**config.mk**
```make
export PLATFORM = sky130hd
export DESIGN_NAME = etf_mul
export DESIGN_NICKNAME = d
export VERILOG_FILES = /design/src/rtl/etf_pkg.sv /design/src/rtl/etf_mul.sv
export SDC_FILE = /design/constraint.sdc
export NUM_CORES = 2
export LEC_CHECK = 0
export BUFFER_PORTS_ARGS = -buffer_cell sky130_fd_sc_hd__clkbuf_2
export CAP_MARGIN = 40
export CELL_PAD_IN_SITES_DETAIL_PLACEMENT = 1
export CELL_PAD_IN_SITES_GLOBAL_PLACEMENT = 2
export CORE_UTILIZATION = 43
export DETAILED_ROUTE_END_ITERATION = 8
export PLACE_DENSITY = 0.89
export SLEW_MARGIN = 25
export SYNTH_ARGS = -nofsm -noshare
export SYNTH_HDL_FRONTEND = slang
export SYNTH_SLANG_ARGS = --single-unit
```
**constraint.sdc**
```tcl
create_clock -name clk -period 8.8 [get_ports clk]
set_input_delay 0.88 -clock clk [delete_from_list [all_inputs] [get_ports clk]]
set_output_delay 0.88 -clock clk [all_outputs]
set_load 0.01 [all_outputs]
```
**src/rtl/etf_pkg.sv**
```systemverilog
package etf_pkg;

    localparam int FRAC_BITS     = 28;
    localparam int PALETTE_DEPTH = 256;
    localparam int PAL_AW        = $clog2(PALETTE_DEPTH);
    localparam int ITER_CAP      = 256;

    localparam longint C_RE_L = -(((64'sd7 <<< FRAC_BITS) + 64'sd5) / 64'sd10);
    localparam longint C_IM_L = ((64'sd31 <<< FRAC_BITS) + 64'sd20) / 64'sd40;
    localparam logic signed [31:0] C_RE = 32'(C_RE_L);
    localparam logic signed [31:0] C_IM = 32'(C_IM_L);

    localparam logic [2:0] REG_REAL_MIN   = 3'd0;
    localparam logic [2:0] REG_REAL_MAX   = 3'd1;
    localparam logic [2:0] REG_IMAG_MIN   = 3'd2;
    localparam logic [2:0] REG_IMAG_MAX   = 3'd3;
    localparam logic [2:0] REG_WIDTH      = 3'd4;
    localparam logic [2:0] REG_HEIGHT     = 3'd5;
    localparam logic [2:0] REG_ESC_LIMIT  = 3'd6;
    localparam logic [2:0] REG_ITER_LIMIT = 3'd7;

    localparam logic CMD_LOAD    = 1'b0;
    localparam logic CMD_COMPUTE = 1'b1;

    typedef logic signed [31:0] fix_t;
    typedef logic signed [32:0] mop_t;
    typedef logic signed [65:0] prod_t;

    function automatic fix_t sat32w(input prod_t v);
        fix_t r;
        if (v > 66'sd2147483647)
        begin
            r = 32'sh7fffffff;
        end
        else if (v < -66'sd2147483648)
        begin
            r = 32'sh80000000;
        end
        else
        begin
            r = v[31:0];
        end
        return r;
    endfunction

    function automatic fix_t qmul(input prod_t p);
        return sat32w(p >>> FRAC_BITS);
    endfunction

    function automatic fix_t add_sat(input fix_t a, input fix_t b, input logic sub);
        logic signed [32:0] s;
        fix_t r;
        if (sub)
        begin
            s = $signed({a[31], a}) - $signed({b[31], b});
        end
        else
        begin
            s = $signed({a[31], a}) + $signed({b[31], b});
        end
        if (s[32] != s[31])
        begin
            r = s[32] ? 32'sh80000000 : 32'sh7fffffff;
        end
        else
        begin
            r = s[31:0];
        end
        return r;
    endfunction

endpackage

```
**src/rtl/etf_mul.sv**
```systemverilog
module etf_mul (
    input  logic           clk,
    input  etf_pkg::mop_t  a,
    input  etf_pkg::mop_t  b,
    output etf_pkg::prod_t p
);
    import etf_pkg::*;

    prod_t p_reg;

    always_ff @(posedge clk)
    begin
        p_reg <= a * b;
    end

    assign p = p_reg;

endmodule

```
==> flow_summary.yaml <==
route:
  drt_pass1_iterations: 7
  wirelength_um: 128400
  drt_iter0_markers: 1500
  viasPerCell: 5.130
  wl_per_cell_um: 22.64
  num_vias: 29100
  postRouteAntennaNets: 0
  drcViolationCount: 0
finish:
  drive_above_1_share_pct: 7.546
  largest_reg_flops: 66
  syn2layout_area_growth_pct: 7.095
  n_fill_cell: 10860
  fin_area_sq_um: 43620
  final_cells: 5672
  finalNetCount: 5838
yosys:
  yosysSeqAreaShare_pct: 3.244
  yosysMostFrequentCell: "fa_1"
  yosysWarnings: 0
  yosys_register_bits: 66
  avgSynthCellArea_sq_um: 9.390
  synth.area.top_cells: "fa_1 56%, inv_1 10%, and2_1 8.6%, ha_1 6.7%, nand2_1 5.1%"
  synth_nets: 5767
  ys_types: 80
  synth_edf_count: 0
  synthCells: 4338
  yosys.area.top_type: "fa_1"
  ys_async_sr_fraction_pct: 0
  synth.top_cell.area_share_pct: 56.27
  synth_top_cells_by_count: "1145 x fa_1, 1131 x inv_1, 562 x and2_1"
  synthFlopType: "dfxtp_1"
  syn-cell-area_sq_um: 40730
sta:
  worstMarginPinSlew_ps: 744.4
  hold_viol: 0
  max-slew-margin-rel_pct: 50.38
  fin_hold_ws_ps: 1136
  period_needed_ps: 8329
  fmax_mhz: 120.1
  fin_crit_sh_pct: 94.65
  final-setup-viol-count: 0
  rsz0062_at_grt: "no"
  fin_ws_ps: 470.6
  drv_slew: 0
outcome:
  outcome: "completed"
placed_design:
  dp_cells: 5652
  numPortBuffers: 132
  hpwl_um: 114300
  dp_slack_ps: -21.78
  gp_congestion: 0.9067
  dpl-instance-area_sq_um: 43330
job:
  drv_cap: 0
clock_network:
  cts_setup_buffers: 0
  clk_pin_slew_ps: 80
  hold_buffers: 0
  cts_sinks: 66
  cts_max_path_buffers: 2
  h-tree-depth: 3
  cts_resized: 0
  numCtsBuffers: 9
  cts_tree: "yes"
  cts_root_buf: "clkbuf_16"
global_routing:
  grt_overflow: 0
  grt_antenna_before_repair: 9
  grt_pass1_vias: 33830
  grt_usage_pct: 28.54
  grt_max_degree: 32
  grt_pass1_wl_um: 205300
setup_path:
  slowest_delay_ps: 690
  startpoint_type: "primary input"
  cp.arrival_ps: 8620
  worstPathRequired_ps: 9090
  cp-end-kind: "flip-flop"
  crit_path_frequent_cell: "fa_1"
  path_class: "primary input to flip-flop"
  crit_slowest_cell: "fa_1"
  worstPathMaxFanout: 26
floorplan:
  die_area_sq_um: 95970
  rows: 112
  die_x_um: 309.8
  coreArea_sq_um: 93610
  die_h_um: 309.8
  pin_count: 133
  start_util_pct: 43.51
worst_hold_path:
  hold_path.class: "primary input to flip-flop"
==> cell families after synthesis <==
logic type	share of synthesized area, %
adders and majority gates	62.94
xor gates and xnor gates	1.462
buffers and inverters	12.51
DFF	3.244
AOI/OAI and AO/OA	4.067
and+or+nand+nor	15.78
==> layer usage <==
layer	vias to the layer above	routed length, um	global-route usage (%)
met5	-	61	0
li1	12460	-	-
met1	15750	53500	37.57
met4	10	4609	9.497
met3	200	5673	3.511
met2	676	64560	48.79
==> stage by stage <==
step	setup TNS (ps)	utilization, %
final	0	46.60
after global routing	0	46.60
after CTS	0	46.59
after detailed placement	-21.78	46.29
after global placement	0	46.29
after floorplan	0	-
==> placed cells by master, fill, tap and decap left out, types with 6 or more instances in the layout <==
cell type	instances
a211oi_1	7
a31oi_1	8
nand2_1	551
nor2_1	68
nor3_1	7
fa_1	1145
inv_1	1131
o21a_1	6
o21ai_0	25
o21bai_1	11
a21oi_1	57
nand2b_1	12
ha_1	217
nand4_1	11
xnor2_1	43
nand3_1	25
xor2_1	25
clkbuf_2	132
clkbuf_16	9
dfxtp_1	66
o21ai_1	6
buf_4	141
buf_12	8
a21o_1	36
and2_1	562
a211o_1	6
==> path summary, 6_finish.rpt <==
check | from | to | slack [ps] | depth (start not counted)
worst max-delay path | b[15] | p[40] | 470 | 25
worst min-delay path | a[0] | p[0] | 1140 | 3
==> critical path, delay by kind of cell <==
kind | cells | cell delay, ps
AO/OA/AOI/OAI | 6 | 1530
XOR/XNOR | 1 | 240
adder cells (fa/ha/maj) | 9 | 4630
buffers and inverters | 7 | 770
AND/OR/NAND/NOR | 2 | 510
==> layout make-up <==
cell class / instances / area [sq um] / share of cell area (%)
diodes: 5 / 12.51 / 0.02868
clock buffers: 11 / 252.7 / 0.5794
clock inverters: 4 / 27.53 / 0.06310
inverters: 1131 / 4245 / 9.732
multi-input cells: 2920 / 34320 / 78.66
flip-flops and latches: 66 / 1321 / 3.029
well taps: 1254 / 1569 / 3.597
repair buffers: 281 / 1879 / 4.308
Power is left out: the tool's default activity adds up to more than one toggle a clock period on the data nets, which glitch-free logic cannot reach.
