### src/rtl/etf_div.sv
module etf_div (
    input  logic        clk,
    input  logic        rst_n,
    input  logic        start,
    input  logic [31:0] dividend,
    input  logic [12:0] divisor,
    output logic        busy,
    output logic [31:0] quotient
);
    logic        busy_reg;
    logic [5:0]  cnt_reg;
    logic [12:0] rem_reg;
    logic [12:0] div_reg;
    logic [31:0] quo_reg;
    logic [13:0] trial;
    logic        fits;

    assign trial = {rem_reg, quo_reg[31]};
    assign fits  = trial >= {1'b0, div_reg};

    always_ff @(posedge clk or negedge rst_n)
    begin
        if (!rst_n)
        begin
            busy_reg <= 1'b0;
            cnt_reg  <= '0;
            rem_reg  <= '0;
            div_reg  <= '0;
            quo_reg  <= '0;
        end
        else if (start)
        begin
            busy_reg <= 1'b1;
            cnt_reg  <= 6'd32;
            rem_reg  <= '0;
            div_reg  <= divisor;
            quo_reg  <= dividend;
        end
        else if (busy_reg)
        begin
            rem_reg  <= fits ? 13'(trial - {1'b0, div_reg}) : trial[12:0];
            quo_reg  <= {quo_reg[30:0], fits};
            cnt_reg  <= cnt_reg - 6'd1;
            busy_reg <= cnt_reg != 6'd1;
        end
    end

    assign busy     = busy_reg;
    assign quotient = quo_reg;

endmodule

### config.mk
export PLATFORM = sky130hd
export DESIGN_NAME = etf_div
export DESIGN_NICKNAME = d
export VERILOG_FILES = /design/src/rtl/etf_div.sv
export SDC_FILE = /design/constraint.sdc
export NUM_CORES = 1
export LEC_CHECK = 0
export BUFFER_PORTS_ARGS = -buffer_cell sky130_fd_sc_hd__buf_2
export CAP_MARGIN = 25
export CORE_ASPECT_RATIO = 0.75
export CORE_UTILIZATION = 40
export DETAILED_ROUTE_END_ITERATION = 10
export GPL_TIMING_DRIVEN = 0
export PLACE_DENSITY_LB_ADDON = 0.15
export SYNTH_ARGS = -nofsm -noshare
export SYNTH_HDL_FRONTEND = slang
export SYNTH_SLANG_ARGS = --single-unit
### constraint.sdc
create_clock -name clk -period 2.59 [get_ports clk]
set_clock_uncertainty 0.15 [all_clocks]
set_input_delay 0.6475 -clock clk [delete_from_list [all_inputs] [get_ports clk]]
set_output_delay 0.6475 -clock clk [all_outputs]
set_load 0.005 [all_outputs]
==> results_dict.tcl <==
set metrics [dict create \
    slew_headroom_pct 42.7 \
    cpPeakStageDelay_ns 0.40 \
    dpl.hpwl_um 7010 \
    yosysWarnings 0 \
    largest_register_ffs 32 \
    clk_latency_ns 0.33 \
    rr_startpoint "quotient[31]" \
    r2r-end "rem_reg[9]" \
    antenna_found_initial 0 \
    crit_buf_inv 2 \
    gp_congestion 0.850 \
    worst-setup-path-type "register to register" \
    powerDensity_nw_per_um2 913 \
    slowest_stage "dfrtp_1" \
    pwr-share-seq_pct 31.5 \
    finalHoldViolCount 0 \
    post-route-period-util_pct 98.7 \
    pwr-share-comb_pct 42.7 \
    drc 0 \
    drive_above_1_share_pct 29.0 \
    dr.pass1.iters 5 \
    setup_viol 0 \
    clk_pin_slew_worst_paths_ns 0.05 \
    detail-route-antenna-nets 0 \
    synth_xor_area_share_pct 2.10 \
    status "finished clean" \
    core.rowCount 30 \
    grt_first_pass_wirelength_um 15800 \
    start_kind "register" \
    rsz0062_at_grt "yes" \
    netlist_area_um2 3760 \
    max_freq_mhz 391 \
    cts_buffer_depth 2 \
    synth_top_family_by_area "compound AO/OA/AOI/OAI gates" \
    n_fill_cell 897 \
    drt_iter0_drc 178 \
    syn_inst 394 \
    hold_buffers 0 \
    worstMarginPinSlew_ns 0.859 \
    synth-simple-area-share_pct 14.4 \
    synth_seq_area_share_pct 43.3 \
    avgViaCountPerCell 5.36 \
    ff2ff_setup_slack_ns 0.03 \
    required_ns 2.66 \
    r2r_cells 10 \
    swShare_pct 37.6 \
    synth-compound-area-share_pct 20.6 \
    period_needed_ns 2.56 \
    routed_wl_um 10200 \
    cts_buffers 9 \
    synthAdderAreaFrac_pct 5.53 \
    die_y_um 85.9 \
    worst_slack_ns 0.0327 \
    ys_types 56 \
    cts_root_buf "clkbuf_16" \
    cts_tree "yes" \
    core-area_um2 9080 \
    grt_use_total_pct 21.0 \
    die_area_um2 9790 \
    hold_class "input pin to asynchronous set/reset pin" \
    critical_path_depth 10 \
    num_vias 3351 \
    area_delta_synth_final_pct 27.4 \
    port_buffers 79 \
    post-route-util_pct 52.7 \
    post_drt_wl_per_cell_um 16.3 \
    die_w_um 114 \
    clock_power_share_pct 25.7 \
    synth-seq-cells 65 \
    cp-startpoint "quotient[31]" \
    slew_viol_final 0 \
    dpl_cell_area_um2 4310 \
    nets 556 \
    dpl_worst_slack_ns -0.192 \
    grt_pass1_vias 3139 \
    clkSinkCount 65 \
    gr-total-overflow 0 \
    grt_start_max_net_pins 66 \
    ios 81 \
    critPathMaxFanout 5 \
    async_flop_share_pct 100 \
    design_area_um2 4790 \
    diodes 0 \
    internal_power_mw 2.73 \
    synth_ff_type "dfrtp_1" \
    worstSetupEndpointType "register" \
    synth_edf_count 0 \
    muxShareOfSynthArea_pct 8.86 \
    avgSynthCellArea_um2 9.53 \
    floorplan.initialDensity_pct 41.3 \
    synthesis.nets 458 \
    arrival_ns 2.63 \
    ir_drop_v 0.000386 \
    htree_levels 3 \
    cap_violations 0 \
    cp_top_family "compound AO/OA/AOI/OAI gates" \
    leakagePower_nw 2.43 \
    path_cells "inv_1, ha_2, fa_2, nor2b_4, o31a_4, o31ai_4, a31o_4, clkbuf_16, nand3_1, a311oi_2" \
    switching_power_mw 1.64 \
]
[metrics by stage]
step	TNS (ns)	power (mW)	hold slack (ns)	instances
2_1_floorplan	0	2.59	0.202	394
3_3_place_gp	-1.32	3.02	0.350	601
3_5_place_dp	-1.63	3.04	0.354	601
4_1_cts	-0.00908	4.22	0.305	621
5_1_grt	-0.342	4.64	0.346	625
6_report	0	4.37	0.271	625
[layout by cell type, fill, tap and decap left out, types with 4 or more instances in the layout]
cell,synthesis,layout
xnor2_1,6,6
clkbuf_16,0,10
ha_2,0,4
a21o_1,6,6
buf_2,6,85
mux2i_1,31,31
nand2_1,52,52
ha_1,15,10
dfrtp_1,65,65
a311oi_1,10,4
o21ai_1,4,4
o21ai_0,45,45
a21oi_1,8,8
a311oi_2,3,9
o21a_1,5,5
nand3_1,16,13
and3_1,5,5
nor2_1,22,22
clkbuf_1,15,16
inv_1,22,22
buf_4,1,7
nor4_1,4,4
[synth_stat cells, types with 2 or more instances]
cell	instances	area, um^2
buf_2	6	30.0
nor3_1	2	10.0
dfrtp_1	65	1630
xor2_1	3	26.3
o211ai_1	3	22.5
mux2_2	2	22.5
nand2b_1	2	12.5
o21ai_1	4	20.0
o22ai_1	3	18.8
and3_1	5	31.3
a311oi_2	3	45.0
ha_1	15	188
a211o_1	2	17.5
nor4_1	4	25.0
xnor2_1	6	52.6
nand3_1	16	80.1
buf_1	2	7.51
inv_1	22	82.6
clkbuf_1	15	56.3
nor4b_1	2	17.5
nor2b_1	3	18.8
nor2_1	22	82.6
mux2i_1	31	310
a311oi_1	10	87.6
a21o_1	6	45.0
o21a_1	5	37.5
o21ai_0	45	225
nand2_1	52	195
a211oi_1	3	22.5
a21oi_1	8	40.0
and4_1	2	17.5
[layout make-up]
cell class | instances | area [um^2] | area share, %
timing repair buffer | 87 | 477 | 9.96
inverter | 22 | 82.6 | 1.73
buffer | 25 | 116 | 2.43
tap | 128 | 160 | 3.35
multi-input combinational | 282 | 2050 | 42.8
clock inverter | 5 | 31.3 | 0.653
clock buffer | 11 | 243 | 5.07
sequential | 65 | 1630 | 34.0
[worst max-delay path by stage]
stage / endpoint / slack, ns
after global routing: rem_reg[2] / -0.04
final: rem_reg[9] / 0.03
after detailed placement: rem_reg[9] / -0.19
after CTS: rem_reg[9] / -0.009
after floorplan: rem_reg[4] / 0.20
after global placement: rem_reg[9] / -0.16
[layer usage]
metal | part of all wire [%] | track usage, % | vias up
met3 | 5.9 | 5.37 | 8
met2 | 43 | 29.6 | 86
met5 | 0 | 0 | -
li1 | - | - | 1617
met4 | 0.76 | 6.73 | 0
met1 | 51 | 31.4 | 1640
[worst register-to-register path, delay by kind of cell (launching register included)]
kind	cells	cell delay [ns]
AOI/OAI and AO/OA	4	1.12
DFF	1	0.40
adders and majority gates	2	0.41
buffers and inverters	2	0.23
and+or+nand+nor	2	0.14
[cell families after synthesis]
logic type	Yosys count
compound gates	109
xor+xnor	9
fa+ha+maj	16
buf+inv	47
flops	65
mux	33
simple gates	115
[power by group through the flow]
stage | clock network (mW) | registers [mW] | logic (mW)
2_1_floorplan | 0 | 1.35 | 1.24
3_3_place_gp | 0 | 1.38 | 1.64
3_5_place_dp | 0 | 1.39 | 1.65
4_1_cts | 1.14 | 1.37 | 1.70
5_1_grt | 1.19 | 1.40 | 2.05
6_report | 1.13 | 1.38 | 1.87
[what timing repair did]
action                     4_1_cts  5_1_grt
buffers inserted                 3        3
pin swaps                        4       11
gates resized for setup          6       19
setup endpoints to repair       12       14
gates cloned                     1        1
No activity file was read; power rests on OpenSTA's default activity.
